==> src/hw/rtl/lvsa_ram.sv <==
// generic single-port-write, registered-read ram
module lvsa_ram #(
  parameter int WIDTH = 8,
  parameter int DEPTH = 16,
  localparam int AW = (DEPTH > 1) ? $clog2(DEPTH) : 1
) (
  input  logic             clk,
  input  logic             we,
  input  logic [AW-1:0]    waddr,
  input  logic [WIDTH-1:0] wdata,
  input  logic [AW-1:0]    raddr,
  output logic [WIDTH-1:0] rdata
);

  logic [WIDTH-1:0] mem [DEPTH];

  always_ff @(posedge clk) begin
    if (we) begin
      mem[waddr] <= wdata;
    end
    rdata <= mem[raddr];
  end

endmodule
==> config.mk <==
export PLATFORM = sky130hd
export DESIGN_NAME = lvsa_ram
export DESIGN_NICKNAME = d
export VERILOG_FILES = /design/src/hw/rtl/lvsa_ram.sv
export SDC_FILE = /design/constraint.sdc
export NUM_CORES = 1
export LEC_CHECK = 0
export ABC_AREA = 1
export BUFFER_PORTS_ARGS = -buffer_cell sky130_fd_sc_hd__clkbuf_2
export CAP_MARGIN = 20
export CORE_ASPECT_RATIO = 0.5
export CORE_MARGIN = 2
export CORE_UTILIZATION = 60
export CTS_BUF_LIST = sky130_fd_sc_hd__clkbuf_16
export DETAILED_ROUTE_END_ITERATION = 8
export PLACE_DENSITY = 0.83
export SLEW_MARGIN = 10
export SYNTH_ARGS = -nofsm -noshare
export SYNTH_HDL_FRONTEND = slang
export SYNTH_SLANG_ARGS = --single-unit
==> constraint.sdc <==
create_clock -name clk -period 1.36 [get_ports clk]
set_input_delay 0 -clock clk [delete_from_list [all_inputs] [get_ports clk]]
set_output_delay 0 -clock clk [all_outputs]
set_load 0.01 [all_outputs]
-- Word-level counts from Yosys, hierarchy flattened
Memory sizes are Yosys's and may differ from the RTL's. A register that Yosys moved wholly into a read port is not among the register bits.
Cells that the tools add are included.
- bits in registers: 0
- memory bits (writable): 128
- output and inout port bits: 8
- logic and storage cells: 3
- memories: 1
- mux-type cells: 2
- memories (memory ; depth ; bits a word ; rd ports ; clocked after memory_dff ; write ports ; line ; source):
    mem ; 16 ; 8 ; 1 ; 1 ; 1 ; 15 ; logic [WIDTH-1:0] mem [DEPTH];
- operator list (operator ; number):
    $mux 1 ; 2

-- Longest topological paths before layout
Gate-level depths: netlist of the first run.
- word-level depth: 2
- gate-level depth with buffers: 8
- mapped depth without buffers: 7

-- Worst setup path before layout of the first run
No wires, ideal clock.
- path kind: input to register
- start point: in waddr[2]
- end point: mem mem[10][0], enable pin
- library setup time: 370 ps
- arrival: 581 ps
- required time: 990 ps
- setup slack: 409 ps
- cell stages on the path: 2
- path through: nand3b_1 -> nor2_1
- RTL lines (what ; line ; source):
    start: declaration ; 9 ; input logic [AW-1:0] waddr,
    end: declaration ; 15 ;
No word-level cell before the write port.

==> key figures, run 1 <==
Status
  • Outcome: completed

Placed design
  • Post-DP HPWL: 7470 um
  • Number of buffers added on ports: 25
  • GPL Wtd Cong: 0.864

Global route
  • Grt total ovfl: 0
  • Largest net degree at the start of global routing: 65
  • Total global-route track usage: 27.2%
  • Initial antenna violation count: 0
  • Number of global-route vias before repair: 3840
  • First-pass GRT wire length: 20200 um

Setup path
  • Required @ worst endpoint: 1.67 ns
  • R2R Path Start: mem[5][1]
  • WP data arrival: 1.35 ns
  • Family with the most delay on the worst path: simple AND/OR/NAND/NOR gates
  • Critical-path cell with the highest stage delay: edfxtp_1
  • R2r setup slk: 0.32 ns
  • Worst Setup End Kind: register
  • RR Endpoint: rdata[1]
  • Cell Chain, Critical Path: inv_1, nand2_1, nand3_1, nand3_1, nand3_1, nand2_1
  • CP Max Fanout: 1
  • Critical path startpoint category: register
  • R2R depth: 6
  • Critical path class: reg -> reg
  • Max incr delay on CP: 0.37 ns
  • Crit path top cell by count: nand3_1
  • Bufs and invs on worst path: 1

Final layout
  • Layout Nets: 612
  • Diode count: 0
  • Final Util: 70.8%
  • Layout area overhead: 15.2%
  • Layout cell share with drive strength beyond 1: 12.4%
  • Most frequent cells in the layout: nand2_1 (173), edfxtp_1 (128), inv_1 (102)
  • Most common cell after layout, fill and taps aside: nand2_1

Floorplan
  • Die height: 73.3 um
  • Core area: 9380 um^2
  • # rows: 25
  • Die Width: 143 um
  • Starting Density: 61.5%
  • Top-level port count: 26
  • Die area: 10500 um^2

Clock tree
  • CTS Root Cell: clkbuf_16
  • Post-CTS Hold Buffers: 0
  • Clk buf depth: 2
  • Clock buffer count from CTS: 17
  • Clock sinks: 136
  • Worst-skew pair later-pin latency: 0.42 ns
  • CTS tree: done
  • PostCTS Resize Cnt: 0
  • Htree depth: 4
  • Clock Pin Slew Worst Setup and Hold Paths: 0.06 ns
  • # Post-CTS Setup Buffers: 0

Routing
  • Starting DRT DRC Count: 508
  • WL per Instance: 18.0 um
  • Antenna Violating Nets Remaining: 0
  • DRT Pass-1 Iters: 6
  • Vias/cell: 5.49
  • DRC violations left: 0
  • Routed vias: 3998
  • WL final: 13100 um

Power
  • Pwr dens: 1460 nW/um^2
  • Pleak: 2.94 nW
  • Largest vdd supply drop: 1.12 mV

Synthesis
  • Synthesized instance count: 551
  • Post-synthesis register bit count: 136
  • Syn Nets: 569
  • Yosys cell types: 12
  • Avg Cell Area, Syn: 10.5 um^2
  • Ys Warns: 0
  • Mapped cell area: 5770 um^2
  • Seq/Total Area, Yosys: 69.4%

Worst hold path
  • HP Class: in -> reg
  • End of the worst hold path: rdata[4]
  • Hold Path Origin: raddr[3]
  • WHS Path Cells: 3

Timing
  • Unrepaired setup endpoints after global routing: false
  • Fin Clk Skew: 0.00723 ns
  • Fin crit period: 1.04 ns
  • Slew margin rel.: 72.7%
  • Fin. max-slew vios: 0
  • Final setup vio count: 0
  • Worst slew pin tran: 0.410 ns
  • Final setup TNS: 0 ns
  • Fin crit share: 76.7%
  • Final hold violations: 0
  • Max Fclk: 0.958 GHz

Flow run
  • Max cap viols: 0
[kinds of logic after synthesis]
kind of cell	share of synthesized area, %
buffers and inverters	9.52
flip-flops	69.4
AND/OR/NAND/NOR	21.0
[worst min-delay path, stage by stage]
cell and delay (ns):
clkbuf_2 0.21, nand3_1 0.14, nand2_1 0.04
[synthesized netlist by cell type (all sizes together)]
| cell type | count | area share (%) |
|---|---|---|
| nand3b | 2 | 0.26 |
| nand3 | 97 | 8.4 |
| nor2 | 17 | 1.1 |
| buf | 24 | 2.9 |
| edfxtp | 128 | 67 |
| dfxtp | 8 | 2.8 |
| inv | 102 | 6.6 |
| nand2 | 173 | 11 |
[final cells by class]
type | count | area [um^2]
clock buffers | 17 | 425
clock inverters | 15 | 144
fillers | 555 | 2740
inverters | 102 | 383
multi-input cells | 289 | 1210
flip-flops and latches | 136 | 4000
well taps | 121 | 151
repair buffers | 48 | 323
[metrics by stage]
stage	power (mW)	worst slack, ns	hold WS (ns)	std cells	cell area (um^2)
2_1_floorplan	5.14	0.409	0.0989	551	5770
3_3_place_gp	5.35	0.298	0.399	696	6070
3_5_place_dp	5.37	0.279	0.394	696	6070
4_1_cts	9.71	0.326	0.000550	728	6640
5_1_grt	9.96	0.231	0.0170	728	6640
6_report	9.73	0.316	0.0234	728	6640
[per-layer routing]
metal / vias up / wire length, um / GRT usage (%)
met5: - / 0 / 0
met4: 0 / 312 / 9.90
met3: 39 / 1490 / 8.08
met2: 260 / 6080 / 43.3
met1: 1838 / 5240 / 36.6
li1: 1861 / - / -
[worst max-delay path by stage]
stage	start	end	slack, ns	cells after the start
2_1_floorplan	waddr[2]	mem[10][0]	0.41	2
3_3_place_gp	raddr[0]	rdata[7]	0.30	8
3_5_place_dp	raddr[1]	rdata[4]	0.28	7
4_1_cts	mem[5][1]	rdata[1]	0.33	6
5_1_grt	mem[7][0]	rdata[0]	0.23	6
6_report	mem[5][1]	rdata[1]	0.32	6
[power breakdown]
group / internal (mW) / switching [mW] / leakage [nW]
sequential: 4.69 / 0.0322 / 1.22
clock: 2.81 / 1.60 / 0.286
combinational: 0.174 / 0.418 / 1.43
total: 7.68 / 2.05 / 2.94
[state kept, by name, indices dropped and copies added, names as in the netlist]
| name | cells |
|---|---|
| rdata | 8 |
| mem | 128 |
(Power assumes the default switching activity.)
==> run 2, diff against run 1 <==
--- a/config.mk
+++ b/config.mk
@@ -5,15 +5,15 @@
 export SDC_FILE = /design/constraint.sdc
 export NUM_CORES = 1
 export LEC_CHECK = 0
-export ABC_AREA = 1
+export ABC_AREA = 0
 export BUFFER_PORTS_ARGS = -buffer_cell sky130_fd_sc_hd__clkbuf_2
 export CAP_MARGIN = 20
 export CORE_ASPECT_RATIO = 0.5
 export CORE_MARGIN = 2
-export CORE_UTILIZATION = 60
+export CORE_UTILIZATION = 54
 export CTS_BUF_LIST = sky130_fd_sc_hd__clkbuf_16
 export DETAILED_ROUTE_END_ITERATION = 8
-export PLACE_DENSITY = 0.83
+export PLACE_DENSITY = 0.79
 export SLEW_MARGIN = 10
 export SYNTH_ARGS = -nofsm -noshare
 export SYNTH_HDL_FRONTEND = slang
==> constraint.sdc (replaced) <==
create_clock -name clk -period 0.9 [get_ports clk]
set_input_delay 0 -clock clk [delete_from_list [all_inputs] [get_ports clk]]
set_output_delay 0 -clock clk [all_outputs]
set_load 0.01 [all_outputs]
==> run 2 against run 1 <==
The flow now finishes with violations (setup timing). Total power up 47%. Synthesized area shrank 11%. First-iteration DRC count decreased by 29%. Global-route usage is 4.7 points lower. Worst setup slack worse by 0.80 ns. Hold slack better by 0.0081 ns. Wire length decreased by 17%. Clock power rose by 43%. Clock skew up 0.0027 ns. Critical path type unchanged. Largest power group unchanged.
==> key figures, run 2 <==
Setup path
  • Launch point of the worst path: mem[3][5]
  • Critical-path cell with the highest stage delay: mux4_2
  • WP data arrival: 1.67 ns
  • Bufs and invs on worst path: 0
  • Max incr delay on CP: 0.51 ns
  • R2R depth: 3
  • Critical Path Stages: 3
  • Required @ worst endpoint: 1.18 ns
  • Critical path class: reg -> reg
  • Family with the most delay on the worst path: multiplexers
  • R2R Path Start: mem[3][5]
  • Critical path startpoint category: register
  • Worst Setup End Kind: register
  • CP Max Fanout: 1
  • Cell Chain, Critical Path: mux4_2, a22oi_2, nand2_1

Global route
  • Number of global-route vias before repair: 2623
  • Initial antenna violation count: 0
  • First-pass GRT wire length: 15900 um
  • Total global-route track usage: 22.6%
  • Grt total ovfl: 0
  • Largest net degree at the start of global routing: 18

Status
  • Outcome: finished, violations left
  • Violated checks: setup timing

Synthesis
  • Synth area leaders: edfxtp_1 (75%), mux4_2 (7.9%), mux4_1 (7.1%)
  • Seq/Total Area, Yosys: 77.8%
  • Area leader, netlist: edfxtp_1
  • EDFF count, synth: 128
  • Main synth FF type: edfxtp_1
  • Commonest cells post-synth: edfxtp_1 (128), mux4_2 (18), a22oi_1 (16), mux4_1 (14), nor2_1 (13)
  • Yosys cell types: 19
  • Async SR Flop Fraction: 0%
  • Mapped cell area: 5150 um^2
  • Post-synthesis register bit count: 136
  • Syn Nets: 247
  • Synthesized instance count: 229
  • Post-synth top area share: 74.7%
  • Avg Cell Area, Syn: 22.5 um^2
  • Most common cell in the netlist: edfxtp_1
  • Ys Warns: 0

Power
  • Power share of the combinational group: 5.9%
  • P_int: 11.4 mW
  • NetSw: 2.89 mW
  • Clk pwr share: 44.3%
  • Switching Fraction: 20.2%
  • Sequential power share: 49.8%
  • Pwr dens: 2260 nW/um^2
  • Pleak: 2.12 nW
  • Largest vdd supply drop: 1.44 mV

Clock tree
  • CTS Root Cell: clkbuf_16
  • Worst-skew pair later-pin latency: 0.41 ns
  • Clock sinks: 136
  • CTS tree: done
  • Htree depth: 4
  • Clock Pin Slew Worst Setup and Hold Paths: 0.06 ns
  • Clk buf depth: 2
  • # Post-CTS Setup Buffers: 0
  • Clock buffer count from CTS: 17

Final layout
  • Biggest regs: mem: 128 flops, rdata: 8 flops
  • Post-Layout Cell Count: 425
  • Largest Register: mem
  • Layout area overhead: 23.1%
  • Most common cell after layout, fill and taps aside: edfxtp_1
  • Largest register FFs: 128
  • Layout cell share with drive strength beyond 1: 43.1%
  • Layout Nets: 309
  • Diode count: 0
  • Most frequent cells in the layout: edfxtp_1 (128), mux4_2 (32), clkbuf_2 (22)

Worst hold path
  • WHS Path Cells: 1
  • HP Class: in -> reg
  • Hold Path Origin: wdata[0]

Routing
  • WL final: 10900 um
  • Starting DRT DRC Count: 363
  • Vias/cell: 6.06
  • DRC violations left: 0
  • Routed vias: 2574
  • Antenna Violating Nets Remaining: 0
  • WL per Instance: 25.8 um
  • DRT Pass-1 Iters: 5

Timing
  • Final hold violations: 0
  • Max Fclk: 0.721 GHz
  • Final setup TNS: -3.50 ns
  • Unrepaired setup endpoints after global routing: true
  • Fin. max-slew vios: 0
  • Fin crit share: 154%
  • Fin crit period: 1.39 ns
  • Fin Hold WS: 0.0315 ns
  • Slew margin rel.: 41.7%
  • Fin Clk Skew: 0.00998 ns
  • Worst slew pin tran: 0.873 ns
  • Final worst-path setup slack: -0.487 ns
  • Final setup vio count: 8

Placed design
  • GPL Wtd Cong: 0.746
  • Number of buffers added on ports: 25
  • Cell count after placement: 393
  • Post-DP HPWL: 6510 um

Floorplan
  • Starting Density: 55.0%
  • # rows: 25
  • Core area: 9350 um^2
  • Top-level port count: 26
  • Die height: 73.0 um
  • Die area: 10400 um^2
  • Die Width: 142 um

Flow run
  • Max cap viols: 0
==> run 2: cell count changes after synthesis, sizes merged, moves of 16 or more <==
cell,previous run,this run
mux4,0,32
nand2,173,9
buf,24,7
inv,102,0
a22oi,0,16
nand3,97,1
==> run 2: layout make-up <==
type                    count  area, um^2
clock buffers              17         425
repair buffers             53         504
fillers                   515        3020
clock inverters            15         120
well taps                 121         151
multi-input cells          83        1130
flip-flops and latches    136        4010
==> run 2: timing repair <==
action                                 in CTS  in global routing
setup endpoints to repair                   8                 11
hold buffers                                0                  0
resized for setup                           2                  8
endpoints found under the hold margin       0                  0
pin swaps                                   0                  0
==> run 2: logic make-up (layout without fill, tap and decap cells) <==
kind of cell,Yosys count,in the layout,synth area share (%)
buf+inv,10,85,1.68
mux,32,32,15.0
simple gates,35,35,3.18
compound gates,16,16,2.33
flops,136,136,77.8
==> run 2: power groups by stage <==
stage | sequential, mW | combinational [mW] | clock (mW)
floorplan | 7.26 | 0.399 | 0
global placement | 7.25 | 0.761 | 0
detailed placement | 7.26 | 0.797 | 0
CTS | 7.13 | 0.821 | 6.42
global route | 7.14 | 0.889 | 6.68
finish | 7.14 | 0.838 | 6.34
==> run 2: metal layers <==
metal	wire length (um)	vias up	share of wire, %	global-route usage [%]
li1	-	1084	-	-
met1	4410	1359	40	30.4
met2	5680	119	52	36.0
met3	716	12	6.5	6.96
met4	132	0	1.2	8.00
met5	0	-	0	0
==> run 2: through the flow <==
stage | util, % | worst slack (ns) | power [mW] | instance area (um^2)
global placement | 61.6 | -0.524 | 8.01 | 5760
detailed placement | 61.6 | -0.609 | 8.05 | 5760
finish | 67.7 | -0.487 | 14.3 | 6330
global route | 67.7 | -0.494 | 14.7 | 6330
CTS | 67.5 | -0.459 | 14.4 | 6310
floorplan | - | -0.227 | 7.66 | 5190
==> run 2: path summary, 6_finish.rpt <==
| path | end | slack [ns] |
|---|---|---|
| setup / recovery | rdata[5] | -0.49 |
| hold / removal | mem[15][0] | 0.03 |
| setup reg to reg | rdata[5] | -0.49 |
| hold reg to reg | rdata[7] | 0.69 |
==> run 2: worst reg2reg max path: stages (launching register included) <==
cell and delay (ns):
edfxtp_1 0.37, mux4_2 0.51, a22oi_2 0.28, nand2_1 0.10
